==> src/cltc_pkg.sv <==
// Shared types and constants for the calorimeter tower cluster core.
`default_nettype none

package cltc_pkg;

	localparam int ENERGY_BITS_DEF = 10;
	localparam int FIELD_E_BITS    = 10;
	localparam int FIELD_T_BITS    = 3;
	localparam int BIN_BITS        = 3;
	localparam int NUM_PHI         = 5;
	localparam int NUM_ETA         = 5;
	localparam int ROW_BITS        = 3;
	localparam logic [ROW_BITS-1:0] LAST_ROW = 3'd4;
	localparam int unsigned SAT16  = 32'hFFFF;
	localparam int unsigned SAT10  = 32'h3FF;

	typedef struct packed {
		logic [FIELD_E_BITS-1:0] energy_phi0;
		logic [FIELD_E_BITS-1:0] energy_phi1;
		logic [FIELD_E_BITS-1:0] energy_phi2;
		logic [FIELD_E_BITS-1:0] energy_phi3;
		logic [FIELD_E_BITS-1:0] energy_phi4;
		logic [FIELD_T_BITS-1:0] time_phi0;
		logic [FIELD_T_BITS-1:0] time_phi1;
		logic [FIELD_T_BITS-1:0] time_phi2;
		logic [FIELD_T_BITS-1:0] time_phi3;
		logic [FIELD_T_BITS-1:0] time_phi4;
	} crystal_row_t;

	typedef struct packed {
		logic [FIELD_E_BITS-1:0] cluster_energy;
		logic [FIELD_E_BITS-1:0] tower_energy;
		logic [BIN_BITS-1:0]     peak_phi_bin;
		logic [BIN_BITS-1:0]     peak_eta_bin;
		logic [FIELD_T_BITS-1:0] peak_time_value;
		logic [FIELD_T_BITS-1:0] hadronic_ratio;
	} tower_t;

	// Per-row control that the merge stage hands to every phi lane.
	typedef struct packed {
		logic                load;
		logic                clear;
		logic [ROW_BITS-1:0] row;
	} lane_ctl_t;

endpackage

`default_nettype wire

==> src/cltc_lane.sv <==
// One phi column: accumulates the phi strip sum and keeps the five crystal times.
`default_nettype none

module cltc_lane
	import cltc_pkg::*;
#(
	parameter int ENERGY_BITS = ENERGY_BITS_DEF
) (
	input  wire logic                     clk,
	input  wire logic                     arst_n,
	input  wire lane_ctl_t                ctl,
	input  wire logic [ENERGY_BITS-1:0]   energy,
	input  wire logic [FIELD_T_BITS-1:0]  crystal_time,
	input  wire logic [BIN_BITS-1:0]      rd_row,
	output logic [ENERGY_BITS+2:0]        phi_sum,
	output logic [FIELD_T_BITS-1:0]       rd_time
);

	localparam int SW = ENERGY_BITS + 3;

	logic [SW-1:0]           phi_q;
	logic [FIELD_T_BITS-1:0] time_q [NUM_ETA];

	always_ff @(posedge clk or negedge arst_n) begin
		if (!arst_n) begin
			phi_q <= '0;
		end else if (ctl.clear) begin
			phi_q <= '0;
		end else if (ctl.load) begin
			phi_q <= phi_q + SW'(energy);
		end
	end

	always_ff @(posedge clk) begin
		if (ctl.load) begin
			time_q[ctl.row] <= crystal_time;
		end
	end

	assign phi_sum = phi_q;
	assign rd_time = time_q[rd_row];

endmodule

`default_nettype wire

==> src/cltc_merge.sv <==
// Row counter, eta strip store and the three-stage tower computation.
`default_nettype none

module cltc_merge
	import cltc_pkg::*;
#(
	parameter int ENERGY_BITS = ENERGY_BITS_DEF
) (
	input  wire logic                    clk,
	input  wire logic                    arst_n,
	input  wire logic                    accept,
	input  wire logic [ENERGY_BITS-1:0]  energy [NUM_PHI],
	input  wire logic [ENERGY_BITS+2:0]  phi_sum [NUM_PHI],
	input  wire logic [FIELD_T_BITS-1:0] lane_time [NUM_PHI],
	output lane_ctl_t                    ctl,
	output logic [BIN_BITS-1:0]          rd_row,
	output logic                         busy,
	output logic                         done,
	output tower_t                       tower
);

	localparam int SW = ENERGY_BITS + 3;
	localparam int TW = SW + 3;
	localparam int CW = (SW + 5 > 17) ? SW + 5 : 17;

	logic [ROW_BITS-1:0] row_q;
	logic [SW-1:0]       eta_q [NUM_ETA];
	logic [SW-1:0]       row_sum;
	logic                go_q;
	logic                valid_s1;
	logic                valid_s2;
	logic                done_q;
	logic [TW-1:0]       total;
	logic [TW-1:0]       total_s1;
	logic [CW-1:0]       weta_s1;
	logic [CW-1:0]       wphi_s1;
	logic [BIN_BITS-1:0] pe_s2;
	logic [BIN_BITS-1:0] pp_s2;
	logic [FIELD_E_BITS-1:0] tsat_s2;
	logic [TW-1:0]       cluster;
	tower_t              tower_q;

	// Weighted strip position with bin centers at 0.5 .. 4.5, halves floored.
	function automatic logic [CW-1:0] wsum(input logic [SW-1:0] s [NUM_PHI]);
		logic [CW-1:0] w;
		w = CW'(s[0] >> 1)
			+ CW'(s[1]) + CW'(s[1] >> 1)
			+ (CW'(s[2]) << 1) + CW'(s[2] >> 1)
			+ (CW'(s[3]) << 2) - CW'(s[3] >> 1)
			+ (CW'(s[4]) << 2) + CW'(s[4] >> 1);
		return (w > CW'(SAT16)) ? CW'(SAT16) : w;
	endfunction

	function automatic logic [BIN_BITS-1:0] peak(input logic [CW-1:0] w,
			input logic [TW-1:0] t);
		logic [CW-1:0] t1;
		logic [CW-1:0] t2;
		logic [CW-1:0] t3;
		logic [CW-1:0] t4;
		t1 = CW'(t);
		t2 = t1 << 1;
		t3 = t2 + t1;
		t4 = t1 << 2;
		if (w <= t1)      return 3'd0;
		else if (w <= t2) return 3'd1;
		else if (w <= t3) return 3'd2;
		else if (w <= t4) return 3'd3;
		else              return 3'd4;
	endfunction

	always_comb begin
		row_sum = '0;
		for (int i = 0; i < NUM_PHI; i++) begin
			row_sum = row_sum + SW'(energy[i]);
		end
		total = '0;
		for (int i = 0; i < NUM_ETA; i++) begin
			total = total + TW'(eta_q[i]);
		end
		// Cluster takes the peak strip and its neighbors that exist.
		cluster = '0;
		for (int i = 0; i < NUM_ETA; i++) begin
			if ((i + 1 >= int'(pe_s2)) && (i <= int'(pe_s2) + 1)) begin
				cluster = cluster + TW'(eta_q[i]);
			end
		end
	end

	always_ff @(posedge clk or negedge arst_n) begin
		if (!arst_n) begin
			row_q    <= '0;
			go_q     <= 1'b0;
			valid_s1 <= 1'b0;
			valid_s2 <= 1'b0;
			done_q   <= 1'b0;
		end else begin
			if (accept) begin
				row_q <= (row_q == LAST_ROW) ? '0 : row_q + 1'b1;
			end
			go_q     <= accept && (row_q == LAST_ROW);
			valid_s1 <= go_q;
			valid_s2 <= valid_s1;
			done_q   <= valid_s2;
		end
	end

	always_ff @(posedge clk) begin
		if (accept) begin
			eta_q[row_q] <= row_sum;
		end
		if (go_q) begin
			total_s1 <= total;
			weta_s1  <= wsum(eta_q);
			wphi_s1  <= wsum(phi_sum);
		end
		if (valid_s1) begin
			pe_s2   <= peak(weta_s1, total_s1);
			pp_s2   <= peak(wphi_s1, total_s1);
			tsat_s2 <= (total_s1 > TW'(SAT10)) ? FIELD_E_BITS'(SAT10)
				: total_s1[FIELD_E_BITS-1:0];
		end
		if (valid_s2) begin
			tower_q.cluster_energy  <= (cluster > TW'(SAT10)) ? FIELD_E_BITS'(SAT10)
				: cluster[FIELD_E_BITS-1:0];
			tower_q.tower_energy    <= tsat_s2;
			tower_q.peak_phi_bin    <= pp_s2;
			tower_q.peak_eta_bin    <= pe_s2;
			// Times sit at row*5+phi and are read at phi_bin*5+eta_bin.
			tower_q.peak_time_value <= lane_time[pe_s2];
			tower_q.hadronic_ratio  <= '0;
		end
	end

	assign ctl.load  = accept;
	assign ctl.clear = go_q;
	assign ctl.row   = row_q;
	assign rd_row    = pp_s2;
	assign busy      = go_q | valid_s1 | valid_s2;
	assign done      = done_q;
	assign tower     = tower_q;

endmodule

`default_nettype wire

==> src/calorimeter_tower_cluster_core.sv <==
// Top level of the calorimeter tower cluster core: five phi lanes and the merge stage.
//
// Usage: a 5x5 crystal grid arrives as five words on crystal_row, one eta row
// per word, each taken at a rising edge where start is high and busy is low.
// Every phi lane adds its crystal energy to its phi strip sum and keeps the
// crystal time; the merge stage adds the row into an eta strip sum.
// Rows one to four give no result and busy stays low, so rows can come every
// cycle. The fifth row raises busy while the tower pipeline runs its stages
// (strip weights and total, peak bins, cluster sum and time lookup).
// When busy falls, done is high for one cycle with the word on tower; busy is
// already low then, so the next grid may start in that cycle.
// A tower therefore takes five row words and the busy period.
// The receiver cannot stall; it must take the tower word while done is high.
// Reset (arst_n low) clears the row count, the phi strip sums and the
// pipeline flags; the block then waits for the first row of a new grid.
`default_nettype none

module calorimeter_tower_cluster_core
	import cltc_pkg::*;
#(
	parameter int ENERGY_BITS = ENERGY_BITS_DEF
) (
	input  wire logic         clk,
	input  wire logic         arst_n,
	input  wire logic         start,
	output logic              busy,
	input  wire crystal_row_t crystal_row,
	output logic              done,
	output tower_t            tower
);

	localparam int SW = ENERGY_BITS + 3;

	logic                    accept;
	lane_ctl_t               ctl;
	logic [BIN_BITS-1:0]     rd_row;
	logic [ENERGY_BITS-1:0]  lane_energy [NUM_PHI];
	logic [FIELD_T_BITS-1:0] lane_tin [NUM_PHI];
	logic [SW-1:0]           phi_sum [NUM_PHI];
	logic [FIELD_T_BITS-1:0] lane_time [NUM_PHI];

	assign accept = start & ~busy;

	// Only the low ENERGY_BITS bits of each crystal energy count.
	assign lane_energy[0] = crystal_row.energy_phi0[ENERGY_BITS-1:0];
	assign lane_energy[1] = crystal_row.energy_phi1[ENERGY_BITS-1:0];
	assign lane_energy[2] = crystal_row.energy_phi2[ENERGY_BITS-1:0];
	assign lane_energy[3] = crystal_row.energy_phi3[ENERGY_BITS-1:0];
	assign lane_energy[4] = crystal_row.energy_phi4[ENERGY_BITS-1:0];
	assign lane_tin[0]    = crystal_row.time_phi0;
	assign lane_tin[1]    = crystal_row.time_phi1;
	assign lane_tin[2]    = crystal_row.time_phi2;
	assign lane_tin[3]    = crystal_row.time_phi3;
	assign lane_tin[4]    = crystal_row.time_phi4;

	for (genvar g = 0; g < NUM_PHI; g++) begin : g_lane
		cltc_lane #(
			.ENERGY_BITS(ENERGY_BITS)
		) u_lane (
			.clk         (clk),
			.arst_n      (arst_n),
			.ctl         (ctl),
			.energy      (lane_energy[g]),
			.crystal_time(lane_tin[g]),
			.rd_row      (rd_row),
			.phi_sum     (phi_sum[g]),
			.rd_time     (lane_time[g])
		);
	end

	cltc_merge #(
		.ENERGY_BITS(ENERGY_BITS)
	) u_merge (
		.clk      (clk),
		.arst_n   (arst_n),
		.accept   (accept),
		.energy   (lane_energy),
		.phi_sum  (phi_sum),
		.lane_time(lane_time),
		.ctl      (ctl),
		.rd_row   (rd_row),
		.busy     (busy),
		.done     (done),
		.tower    (tower)
	);

endmodule

`default_nettype wire

==> config.mk <==
export PLATFORM = sky130hd
export DESIGN_NAME = calorimeter_tower_cluster_core
export DESIGN_NICKNAME = d
export VERILOG_FILES = /design/src/cltc_pkg.sv /design/src/cltc_lane.sv /design/src/cltc_merge.sv /design/src/calorimeter_tower_cluster_core.sv
export SDC_FILE = /design/constraint.sdc
export NUM_CORES = 1
export LEC_CHECK = 0
export BUFFER_PORTS_ARGS = -buffer_cell sky130_fd_sc_hd__buf_2
export CORE_MARGIN = 8
export CORE_UTILIZATION = 60
export CTS_BUF_LIST = sky130_fd_sc_hd__clkbuf_8
export CTS_CLUSTER_SIZE = 16
export DETAILED_ROUTE_END_ITERATION = 10
export GPL_ROUTABILITY_DRIVEN = 0
export HOLD_SLACK_MARGIN = 0.02
export PLACE_DENSITY = 0.8
export SETUP_SLACK_MARGIN = 0.4
export SLEW_MARGIN = 30
export SYNTH_ARGS = -nofsm -noshare
export SYNTH_HDL_FRONTEND = slang
export SYNTH_SLANG_ARGS = --single-unit
==> constraint.sdc <==
create_clock -name clk -period 10 [get_ports clk]
set_clock_uncertainty 0.15 [all_clocks]
set_input_delay 1.5 -clock clk [delete_from_list [all_inputs] [get_ports clk]]
set_output_delay 1.5 -clock clk [all_outputs]
set_load 0.01 [all_outputs]
==> flow_summary_export.csv, run 1 <==
group,metric,value,unit
min_path,hp-class,"reg2reg",
global_route,grt_antenna_before_repair,1,
clock_network,cts_hold_buffers,0,
synthesis,ys.flop_type,"edfxtp_1",
setup_path,worst_path_largest_cell_delay,0.72,ns
floorplan,ios,102,
setup_path,crit_required,10.24,ns
min_path,hold_end,"u_merge.tower[18]$_DFFE_PP_",
setup_path,cp_slowest_cell,"edfxtp_1",
clock_network,clk_path_buf_depth,3,
global_route,grt_max_degree,73,
min_path,hold_path_startpoint,"u_merge.tsat_s2[6]$_SDFFCE_PN1P_",
timing,fmax,113,MHz
cells_and_area,syn2layout_area_growth,7.85,%
setup_path,r2r_start,"u_merge.pe_s2[2]$_SDFFCE_PP0P_",
synthesis,synth_edf_count,237,
setup_path,critical_path_class,"reg2reg",
synthesis,ys_types,89,
route,drc,0,
cells_and_area,fin_nets,3502,
floorplan,core-area,47300,um^2
synthesis,ys_ff_latch,309,
timing,hold_viol_final,0,
timing,grt_setup_unrepaired,"false",
floorplan,start_util,60.3,%
global_route,grt_remaining_overflow,0,
timing,finalMaxSlewViolations,0,
clock_network,cts_tree,"yes",
timing,worstMarginPinSlew,0.933,ns
clock_network,clkSlewWorstSetupHoldPaths,0.06,ns
route,via_count,21300,
route,drtIter0Drc,1645,
synthesis,avgSynthCellArea,10.5,um^2
timing,setup_viol,0,
floorplan,fp.dieW,234,um
timing,finalCritPeriodShare,88.3,%
min_path,hold_depth,0,
route,vias_per_cell,6.07,
clock_network,root_buffer,"clkbuf_8",
synthesis,ys_seq_area_share,31.2,%
setup_path,critPathLaunchType,"flip-flop",
synthesis,synth_async_sr_flop_share,23.3,%
floorplan,die_h,234,um
route,firstDrtPassIters,5,
clock_network,clock_latency,0.68,ns
placement,hpwl,56500,um
run,maxCapViolations,0,
route,ant_nets,0,
synthesis,netlist_area,28500,um^2
setup_path,rr_endpoint,"u_merge.tower[31]$_SDFFCE_PN1P_",
run_status,run_status,"finished, final reports clean",
timing,layout_min_cycle_time,8.83,ns
setup_path,reg2reg_depth,30,
floorplan,dieArea,54800,um^2
clock_network,cts-buffers-inserted,52,
setup_path,critPathMaxFanout,21,
setup_path,crit_arrival,9.08,ns
clock_network,htreeDepth,2,
setup_path,regToRegSetupSlack,1.17,ns
route,wirelength,70800,um
cells_and_area,fill_cells,3534,
synthesis,synth_cells,2720,
floorplan,num_rows,80,
synthesis,yosysWarnings,0,
clock_network,cts_setup_buffers,0,
route,wl_per_cell,20.2,um
clock_network,cts_num_sinks,309,
global_route,grt_use_total,26.0,%
global_route,grt_pass1_wl,113000,um
placement,io_buffer_count,98,
timing,slew_headroom,37.8,%
setup_path,setup.worst_path.end_class,"flip-flop",
global_route,first_global_vias,22200,
timing,tns,0,ns
cells_and_area,drive_gt1_share,8.52,%
## state kept, by name (all words and copies together) (netlist names)
register,count
u_merge.done,1
u_merge.row_q,3
g_lane.u_lane.phi_sum,65
u_merge.tower,29
u_merge.tsat_s2,10
u_merge.weta_s1,18
u_merge.go_q,1
u_merge.total_s1,16
u_merge.eta_q,65
g_lane.u_lane.time_q,75
u_merge.rd_row,3
u_merge.valid_s2,1
u_merge.wphi_s1,18
u_merge.pe_s2,3
u_merge.valid_s1,1
## cell families after synthesis
kind of cell,Yosys count,synth area share [%]
AO/OA/AOI/OAI,620,14.2
XOR/XNOR,171,5.25
adder cells (fa/ha/maj),588,31.0
buffers and inverters,405,5.42
flip-flops,309,31.2
multiplexers,37,2.24
other,1,0.0131
AND/OR/NAND/NOR,589,10.6
## synth_stat cells (4+ instances only)
| master | n | area, um^2 |
|---|---|---|
| mux2i_1 | 11 | 110 |
| nor4_1 | 15 | 93.8 |
| nor2b_1 | 41 | 257 |
| and3_1 | 7 | 43.8 |
| mux2_2 | 5 | 56.3 |
| o41ai_1 | 4 | 35.0 |
| o21ai_0 | 144 | 721 |
| dfrtp_1 | 72 | 1800 |
| clkbuf_1 | 38 | 143 |
| xor2_1 | 65 | 569 |
| or3_1 | 21 | 131 |
| nand3b_1 | 31 | 233 |
| a41o_1 | 4 | 40.0 |
| or4_1 | 5 | 37.5 |
| o21bai_1 | 38 | 285 |
| a221o_1 | 4 | 40.0 |
| nand2b_1 | 36 | 225 |
| o211ai_1 | 11 | 82.6 |
| nor3_1 | 35 | 175 |
| edfxtp_1 | 237 | 7120 |
| a21oi_1 | 156 | 781 |
| a211o_1 | 10 | 87.6 |
| a31oi_1 | 8 | 50.1 |
| o21ai_1 | 4 | 20.0 |
| nand4_1 | 28 | 175 |
| mux4_2 | 21 | 473 |
| o31ai_1 | 26 | 195 |
| nand3_1 | 36 | 180 |
| nand2_1 | 150 | 563 |
| and4_1 | 4 | 35.0 |
| inv_1 | 358 | 1340 |
| xnor2_1 | 106 | 928 |
| a211oi_1 | 17 | 128 |
| a21boi_0 | 12 | 90.1 |
| fa_1 | 201 | 4020 |
| o21a_1 | 55 | 413 |
| ha_1 | 386 | 4830 |
| or2_2 | 11 | 68.8 |
| o31a_1 | 5 | 43.8 |
| a21o_1 | 79 | 593 |
| and2_1 | 21 | 131 |
| nor2_1 | 129 | 484 |
| a22o_1 | 8 | 70.1 |
## metal layers
layer	share of wire, %	routed length, um	vias to the layer above	global-route usage [%]
met5	0.018	13	-	0
met4	5.6	3940	2	13.7
met3	7.5	5330	227	5.29
met2	48	33600	876	43.7
met1	39	27900	10300	31.5
li1	-	-	9875	-
## layout by cell type, fill, tap and decap left out, types with 12 or more instances in the layout
cell        n
ha_1      386
inv_1     379
edfxtp_1  237
fa_1      201
a21oi_1   156
nand2_1   149
o21ai_0   144
nor2_1    126
xnor2_1   106
buf_2      97
a21o_1     79
dfrtp_1    69
xor2_1     65
clkbuf_8   56
o21a_1     55
nor2b_1    41
o21bai_1   38
nand2b_1   36
nand3_1    36
nor3_1     35
nand3b_1   31
nand4_1    28
o31ai_1    26
or3_1      21
mux4_2     21
and2_1     20
a211oi_1   17
buf_4      13
a21boi_0   12
nor4_1     12
## worst max-delay path: cells and delay by family, from the launching register on
family,cells,cell delay [ns]
flip-flops,1,0.72
AO/OA/AOI/OAI,13,2.94
XOR/XNOR,2,0.45
buffers and inverters,1,0.10
adder cells (fa/ha/maj),5,1.49
AND/OR/NAND/NOR,9,2.72
## metrics by stage
stage	hold WS (ns)	std cells	area, um^2	utilization, %	setup slack [ns]
finish	0.271	3504	30800	65.0	1.17
global route	0.272	3503	30800	65.0	0.400
CTS	0.270	3503	30800	65.0	1.15
detailed placement	0.255	3408	29800	62.9	1.25
global placement	0.252	3407	29800	62.9	1.48
floorplan	0.250	2726	28600	-	2.34
## area by class of cell
type | count | area, um^2 | share of cell area, %
multi-input cells | 2012 | 18100 | 58.9
inverters | 360 | 1350 | 4.39
flip-flops and latches | 309 | 8920 | 29.0
repair buffers | 112 | 609 | 1.98
clock buffers | 56 | 771 | 2.50
clock inverters | 39 | 224 | 0.727
well taps | 615 | 769 | 2.50
diodes | 1 | 2.50 | 0.00813
## worst max-delay path by stage
stage	start	end	slack, ns
finish	u_merge.pe_s2[2]$_SDFFCE_PP0P_	u_merge.tower[31]$_SDFFCE_PN1P_	1.17
global route	u_merge.pe_s2[0]$_SDFFCE_PP0P_	u_merge.tower[31]$_SDFFCE_PN1P_	0.40
CTS	u_merge.pe_s2[2]$_SDFFCE_PP0P_	u_merge.tower[31]$_SDFFCE_PN1P_	1.15
detailed placement	u_merge.pe_s2[2]$_SDFFCE_PP0P_	u_merge.tower[31]$_SDFFCE_PN1P_	1.25
global placement	u_merge.pe_s2[2]$_SDFFCE_PP0P_	u_merge.tower[31]$_SDFFCE_PN1P_	1.48
floorplan	u_merge.pe_s2[1]$_SDFFCE_PP0P_	u_merge.tower[31]$_SDFFCE_PN1P_	2.34
## timing repair
item,CTS,global route
endpoints found under the hold margin,0,0
endpoints found under the setup margin,0,7
resized for setup,0,1
Power of run 1 is not shown: default switching activity piles up to over one toggle a cycle in this logic, so the estimate is an artifact.
==> run 2, diff against run 1 <==
--- a/config.mk
+++ b/config.mk
@@ -5,6 +5,7 @@
 export SDC_FILE = /design/constraint.sdc
 export NUM_CORES = 1
 export LEC_CHECK = 0
+export ABC_AREA = 1
 export BUFFER_PORTS_ARGS = -buffer_cell sky130_fd_sc_hd__buf_2
 export CORE_MARGIN = 8
 export CORE_UTILIZATION = 60
==> run 2 against run 1 <==
Against the previous run: critical path depth increased by 9; via count increased by 6.1%; worst setup slack improved by 1.5 ns; count of clock-buffer cells in the layout increased by 3; fmax increased by 21%; worst hold slack got worse by 0.0041 ns; global-route usage decreased by 0.33 points; synthesized cell count increased by 19%; flip-flop and latch count unchanged; non-clock buffer count decreased by 1.
==> flow_summary_export.csv, run 2 <==
group,metric,value,unit
clock_network,clk_path_buf_depth,3,
floorplan,fp.dieW,235,um
placement,hpwl,56300,um
synthesis,synth_cells,3224,
setup_path,critPathLaunchType,"flip-flop",
cells_and_area,multi_input_area,17500,um^2
min_path,hp-class,"reg2reg",
synthesis,synth_async_sr_flop_share,23.3,%
run_status,run_status,"finished, final reports clean",
setup_path,regToRegSetupSlack,2.67,ns
global_route,grt_use_total,25.7,%
route,via_count,22600,
cells_and_area,seqCellArea,8920,um^2
global_route,grt_remaining_overflow,0,
cells_and_area,drive_gt1_share,7.13,%
route,ant_nets,0,
synthesis,avgSynthCellArea,8.92,um^2
cells_and_area,regMostFlops,"g_lane.u_lane.time_q",
synthesis,synth_largest_area_cell,"edfxtp_1",
route,firstDrtPassIters,7,
route,wl_per_cell,17.7,um
global_route,grt_max_degree,58,
route,wirelength,71100,um
global_route,grt_antenna_before_repair,3,
floorplan,dieArea,55200,um^2
min_path,hold_depth,0,
floorplan,die_h,235,um
timing,worstMarginPinSlew,1.02,ns
timing,timing.hold.ws,0.267,ns
placement,io_buffer_count,98,
timing,grt_setup_unrepaired,"false",
clock_network,htreeDepth,2,
floorplan,start_util,60.5,%
route,drc,0,
global_route,first_global_vias,22700,
clock_network,cts_num_sinks,309,
synthesis,ys_seq_area_share,31.0,%
setup_path,crit_arrival,7.54,ns
setup_path,cp_slowest_cell,"edfxtp_1",
setup_path,reg2reg_depth,39,
clock_network,cts_tree,"yes",
placement,dp_slack,2.85,ns
clock_network,clock_latency,0.70,ns
clock_network,root_buffer,"clkbuf_8",
synthesis,ys_types,60,
timing,finalCritPeriodShare,73.3,%
timing,setup_viol,0,
clock_network,cts_setup_buffers,0,
floorplan,ios,102,
route,vias_per_cell,5.61,
synthesis,yosysMostFrequentCell,"inv_1",
setup_path,critical_path_class,"reg2reg",
cells_and_area,largest_reg_flops,75,
clock_network,cts_hold_buffers,0,
setup_path,critPathMaxFanout,20,
synthesis,ys.flop_type,"edfxtp_1",
floorplan,core-area,47500,um^2
timing,tns,0,ns
clock_network,cts-buffers-inserted,55,
timing,fmax,136,MHz
cells_and_area,layout_commonest_cell,"inv_1",
cells_and_area,syn2layout_area_growth,8.91,%
synthesis,yosysWarnings,0,
clock_network,cts_resized,0,
synthesis,synth_edf_count,237,
setup_path,crit_required,10.21,ns
setup_path,worst_path_largest_cell_delay,0.65,ns
timing,layout_min_cycle_time,7.33,ns
clock_network,clkSlewWorstSetupHoldPaths,0.06,ns
cells_and_area,fin_nets,4015,
synthesis,ys_ff_latch,309,
synthesis,netlist.area_leader.share,24.7,%
run,maxCapViolations,0,
floorplan,num_rows,80,
setup_path,cpMostUsedCell,"nand2_1",
timing,slew_headroom,31.8,%
setup_path,setup.worst_path.end_class,"flip-flop",
synthesis,synth_common_cells,"inv_1 (576), nand2_1 (531), ha_1 (386), a21oi_1 (264), edfxtp_1 (237)",
cells_and_area,final_cell_mix,"inv_1 (590), nand2_1 (531), ha_1 (386), a21oi_1 (263), edfxtp_1 (237)",
route,drtIter0Drc,1985,
synthesis,yosys-top-cells-area,"edfxtp_1 (25%), ha_1 (17%), fa_1 (14%), inv_1 (7.5%), nand2_1 (6.9%)",
global_route,grt_pass1_wl,116000,um
synthesis,netlist_area,28800,um^2
timing,finalWorstSetupSlack,2.67,ns
timing,finalMaxSlewViolations,0,
timing,hold_viol_final,0,
cells_and_area,fill_cells,3808,
-- run 2: cell types whose count changed in the layout (fill, tap and decap cells not counted), sizes merged, moves of 31 or more --
cell,change
a21o,-70
nor2b,-41
nor2,+94
a21oi,+109
o22ai,+31
nand2b,-37
o21ai,+41
o21a,-50
nand2,+391
inv,+212
nand3,+86
xnor2,-64
-- run 2: logic make-up after synthesis --
group | count (synthesis) | synth area share, %
buf+inv | 618 | 8.21
fa+ha+maj | 587 | 30.8
other cells | 1 | 0.0130
compound gates | 607 | 12.0
flops | 309 | 31.0
xor+xnor | 128 | 3.95
simple gates | 974 | 14.1
-- run 2: final timing paths --
path / start / end
max: u_merge.pe_s2[0]$_SDFFCE_PP0P_ / u_merge.tower[23]$_SDFFCE_PN1P_
min: u_merge.tsat_s2[7]$_SDFFCE_PN1P_ / u_merge.tower[19]$_DFFE_PP_
max reg2reg: u_merge.pe_s2[0]$_SDFFCE_PP0P_ / u_merge.tower[23]$_SDFFCE_PN1P_
min reg2reg: u_merge.tsat_s2[7]$_SDFFCE_PN1P_ / u_merge.tower[19]$_DFFE_PP_
max in group asynchronous: arst_n / u_merge.valid_s2$_DFF_PN0_
min in group asynchronous: arst_n / g_lane[0].u_lane.phi_sum[0]$_DFFE_PN0P_
-- run 2: layer usage --
| metal | track usage [%] | vias to the layer above | share of wire [%] |
|---|---|---|---|
| li1 | - | 11000 | - |
| met1 | 34.1 | 10600 | 44 |
| met2 | 42.2 | 806 | 46 |
| met3 | 4.07 | 143 | 6.8 |
| met4 | 9.59 | 2 | 3.5 |
| met5 | 0 | - | 0.018 |
-- run 2: critical path: cells and delay by family, from the launching register on --
family,cells,cell delay [ns]
simple gates,19,2.25
fa+ha+maj,5,1.64
compound gates,8,1.29
flops,1,0.65
buf+inv,4,0.60
xor+xnor,3,0.41
-- run 2: area by class of cell --
class / instances / share of cell area [%]
Clock buffer: 59 / 2.59
Sequential cell: 309 / 28.5
Multi-Input combinational cell: 2303 / 55.9
Antenna cell: 2 / 0.0160
Tap cell: 615 / 2.46
Timing Repair Buffer: 111 / 1.96
Inverter: 580 / 6.95
Clock inverter: 44 / 1.58
-- run 2: through the flow --
| stage | instance area [um^2] | util (%) | cells |
|---|---|---|---|
| after floorplan | 28800 | - | 3230 |
| after global placement | 30000 | 63.0 | 3916 |
| after detailed placement | 30000 | 63.1 | 3917 |
| after CTS | 31300 | 65.8 | 4020 |
| after global routing | 31300 | 65.9 | 4022 |
| final | 31300 | 65.9 | 4023 |
Power of run 2 is left out for the same reason.
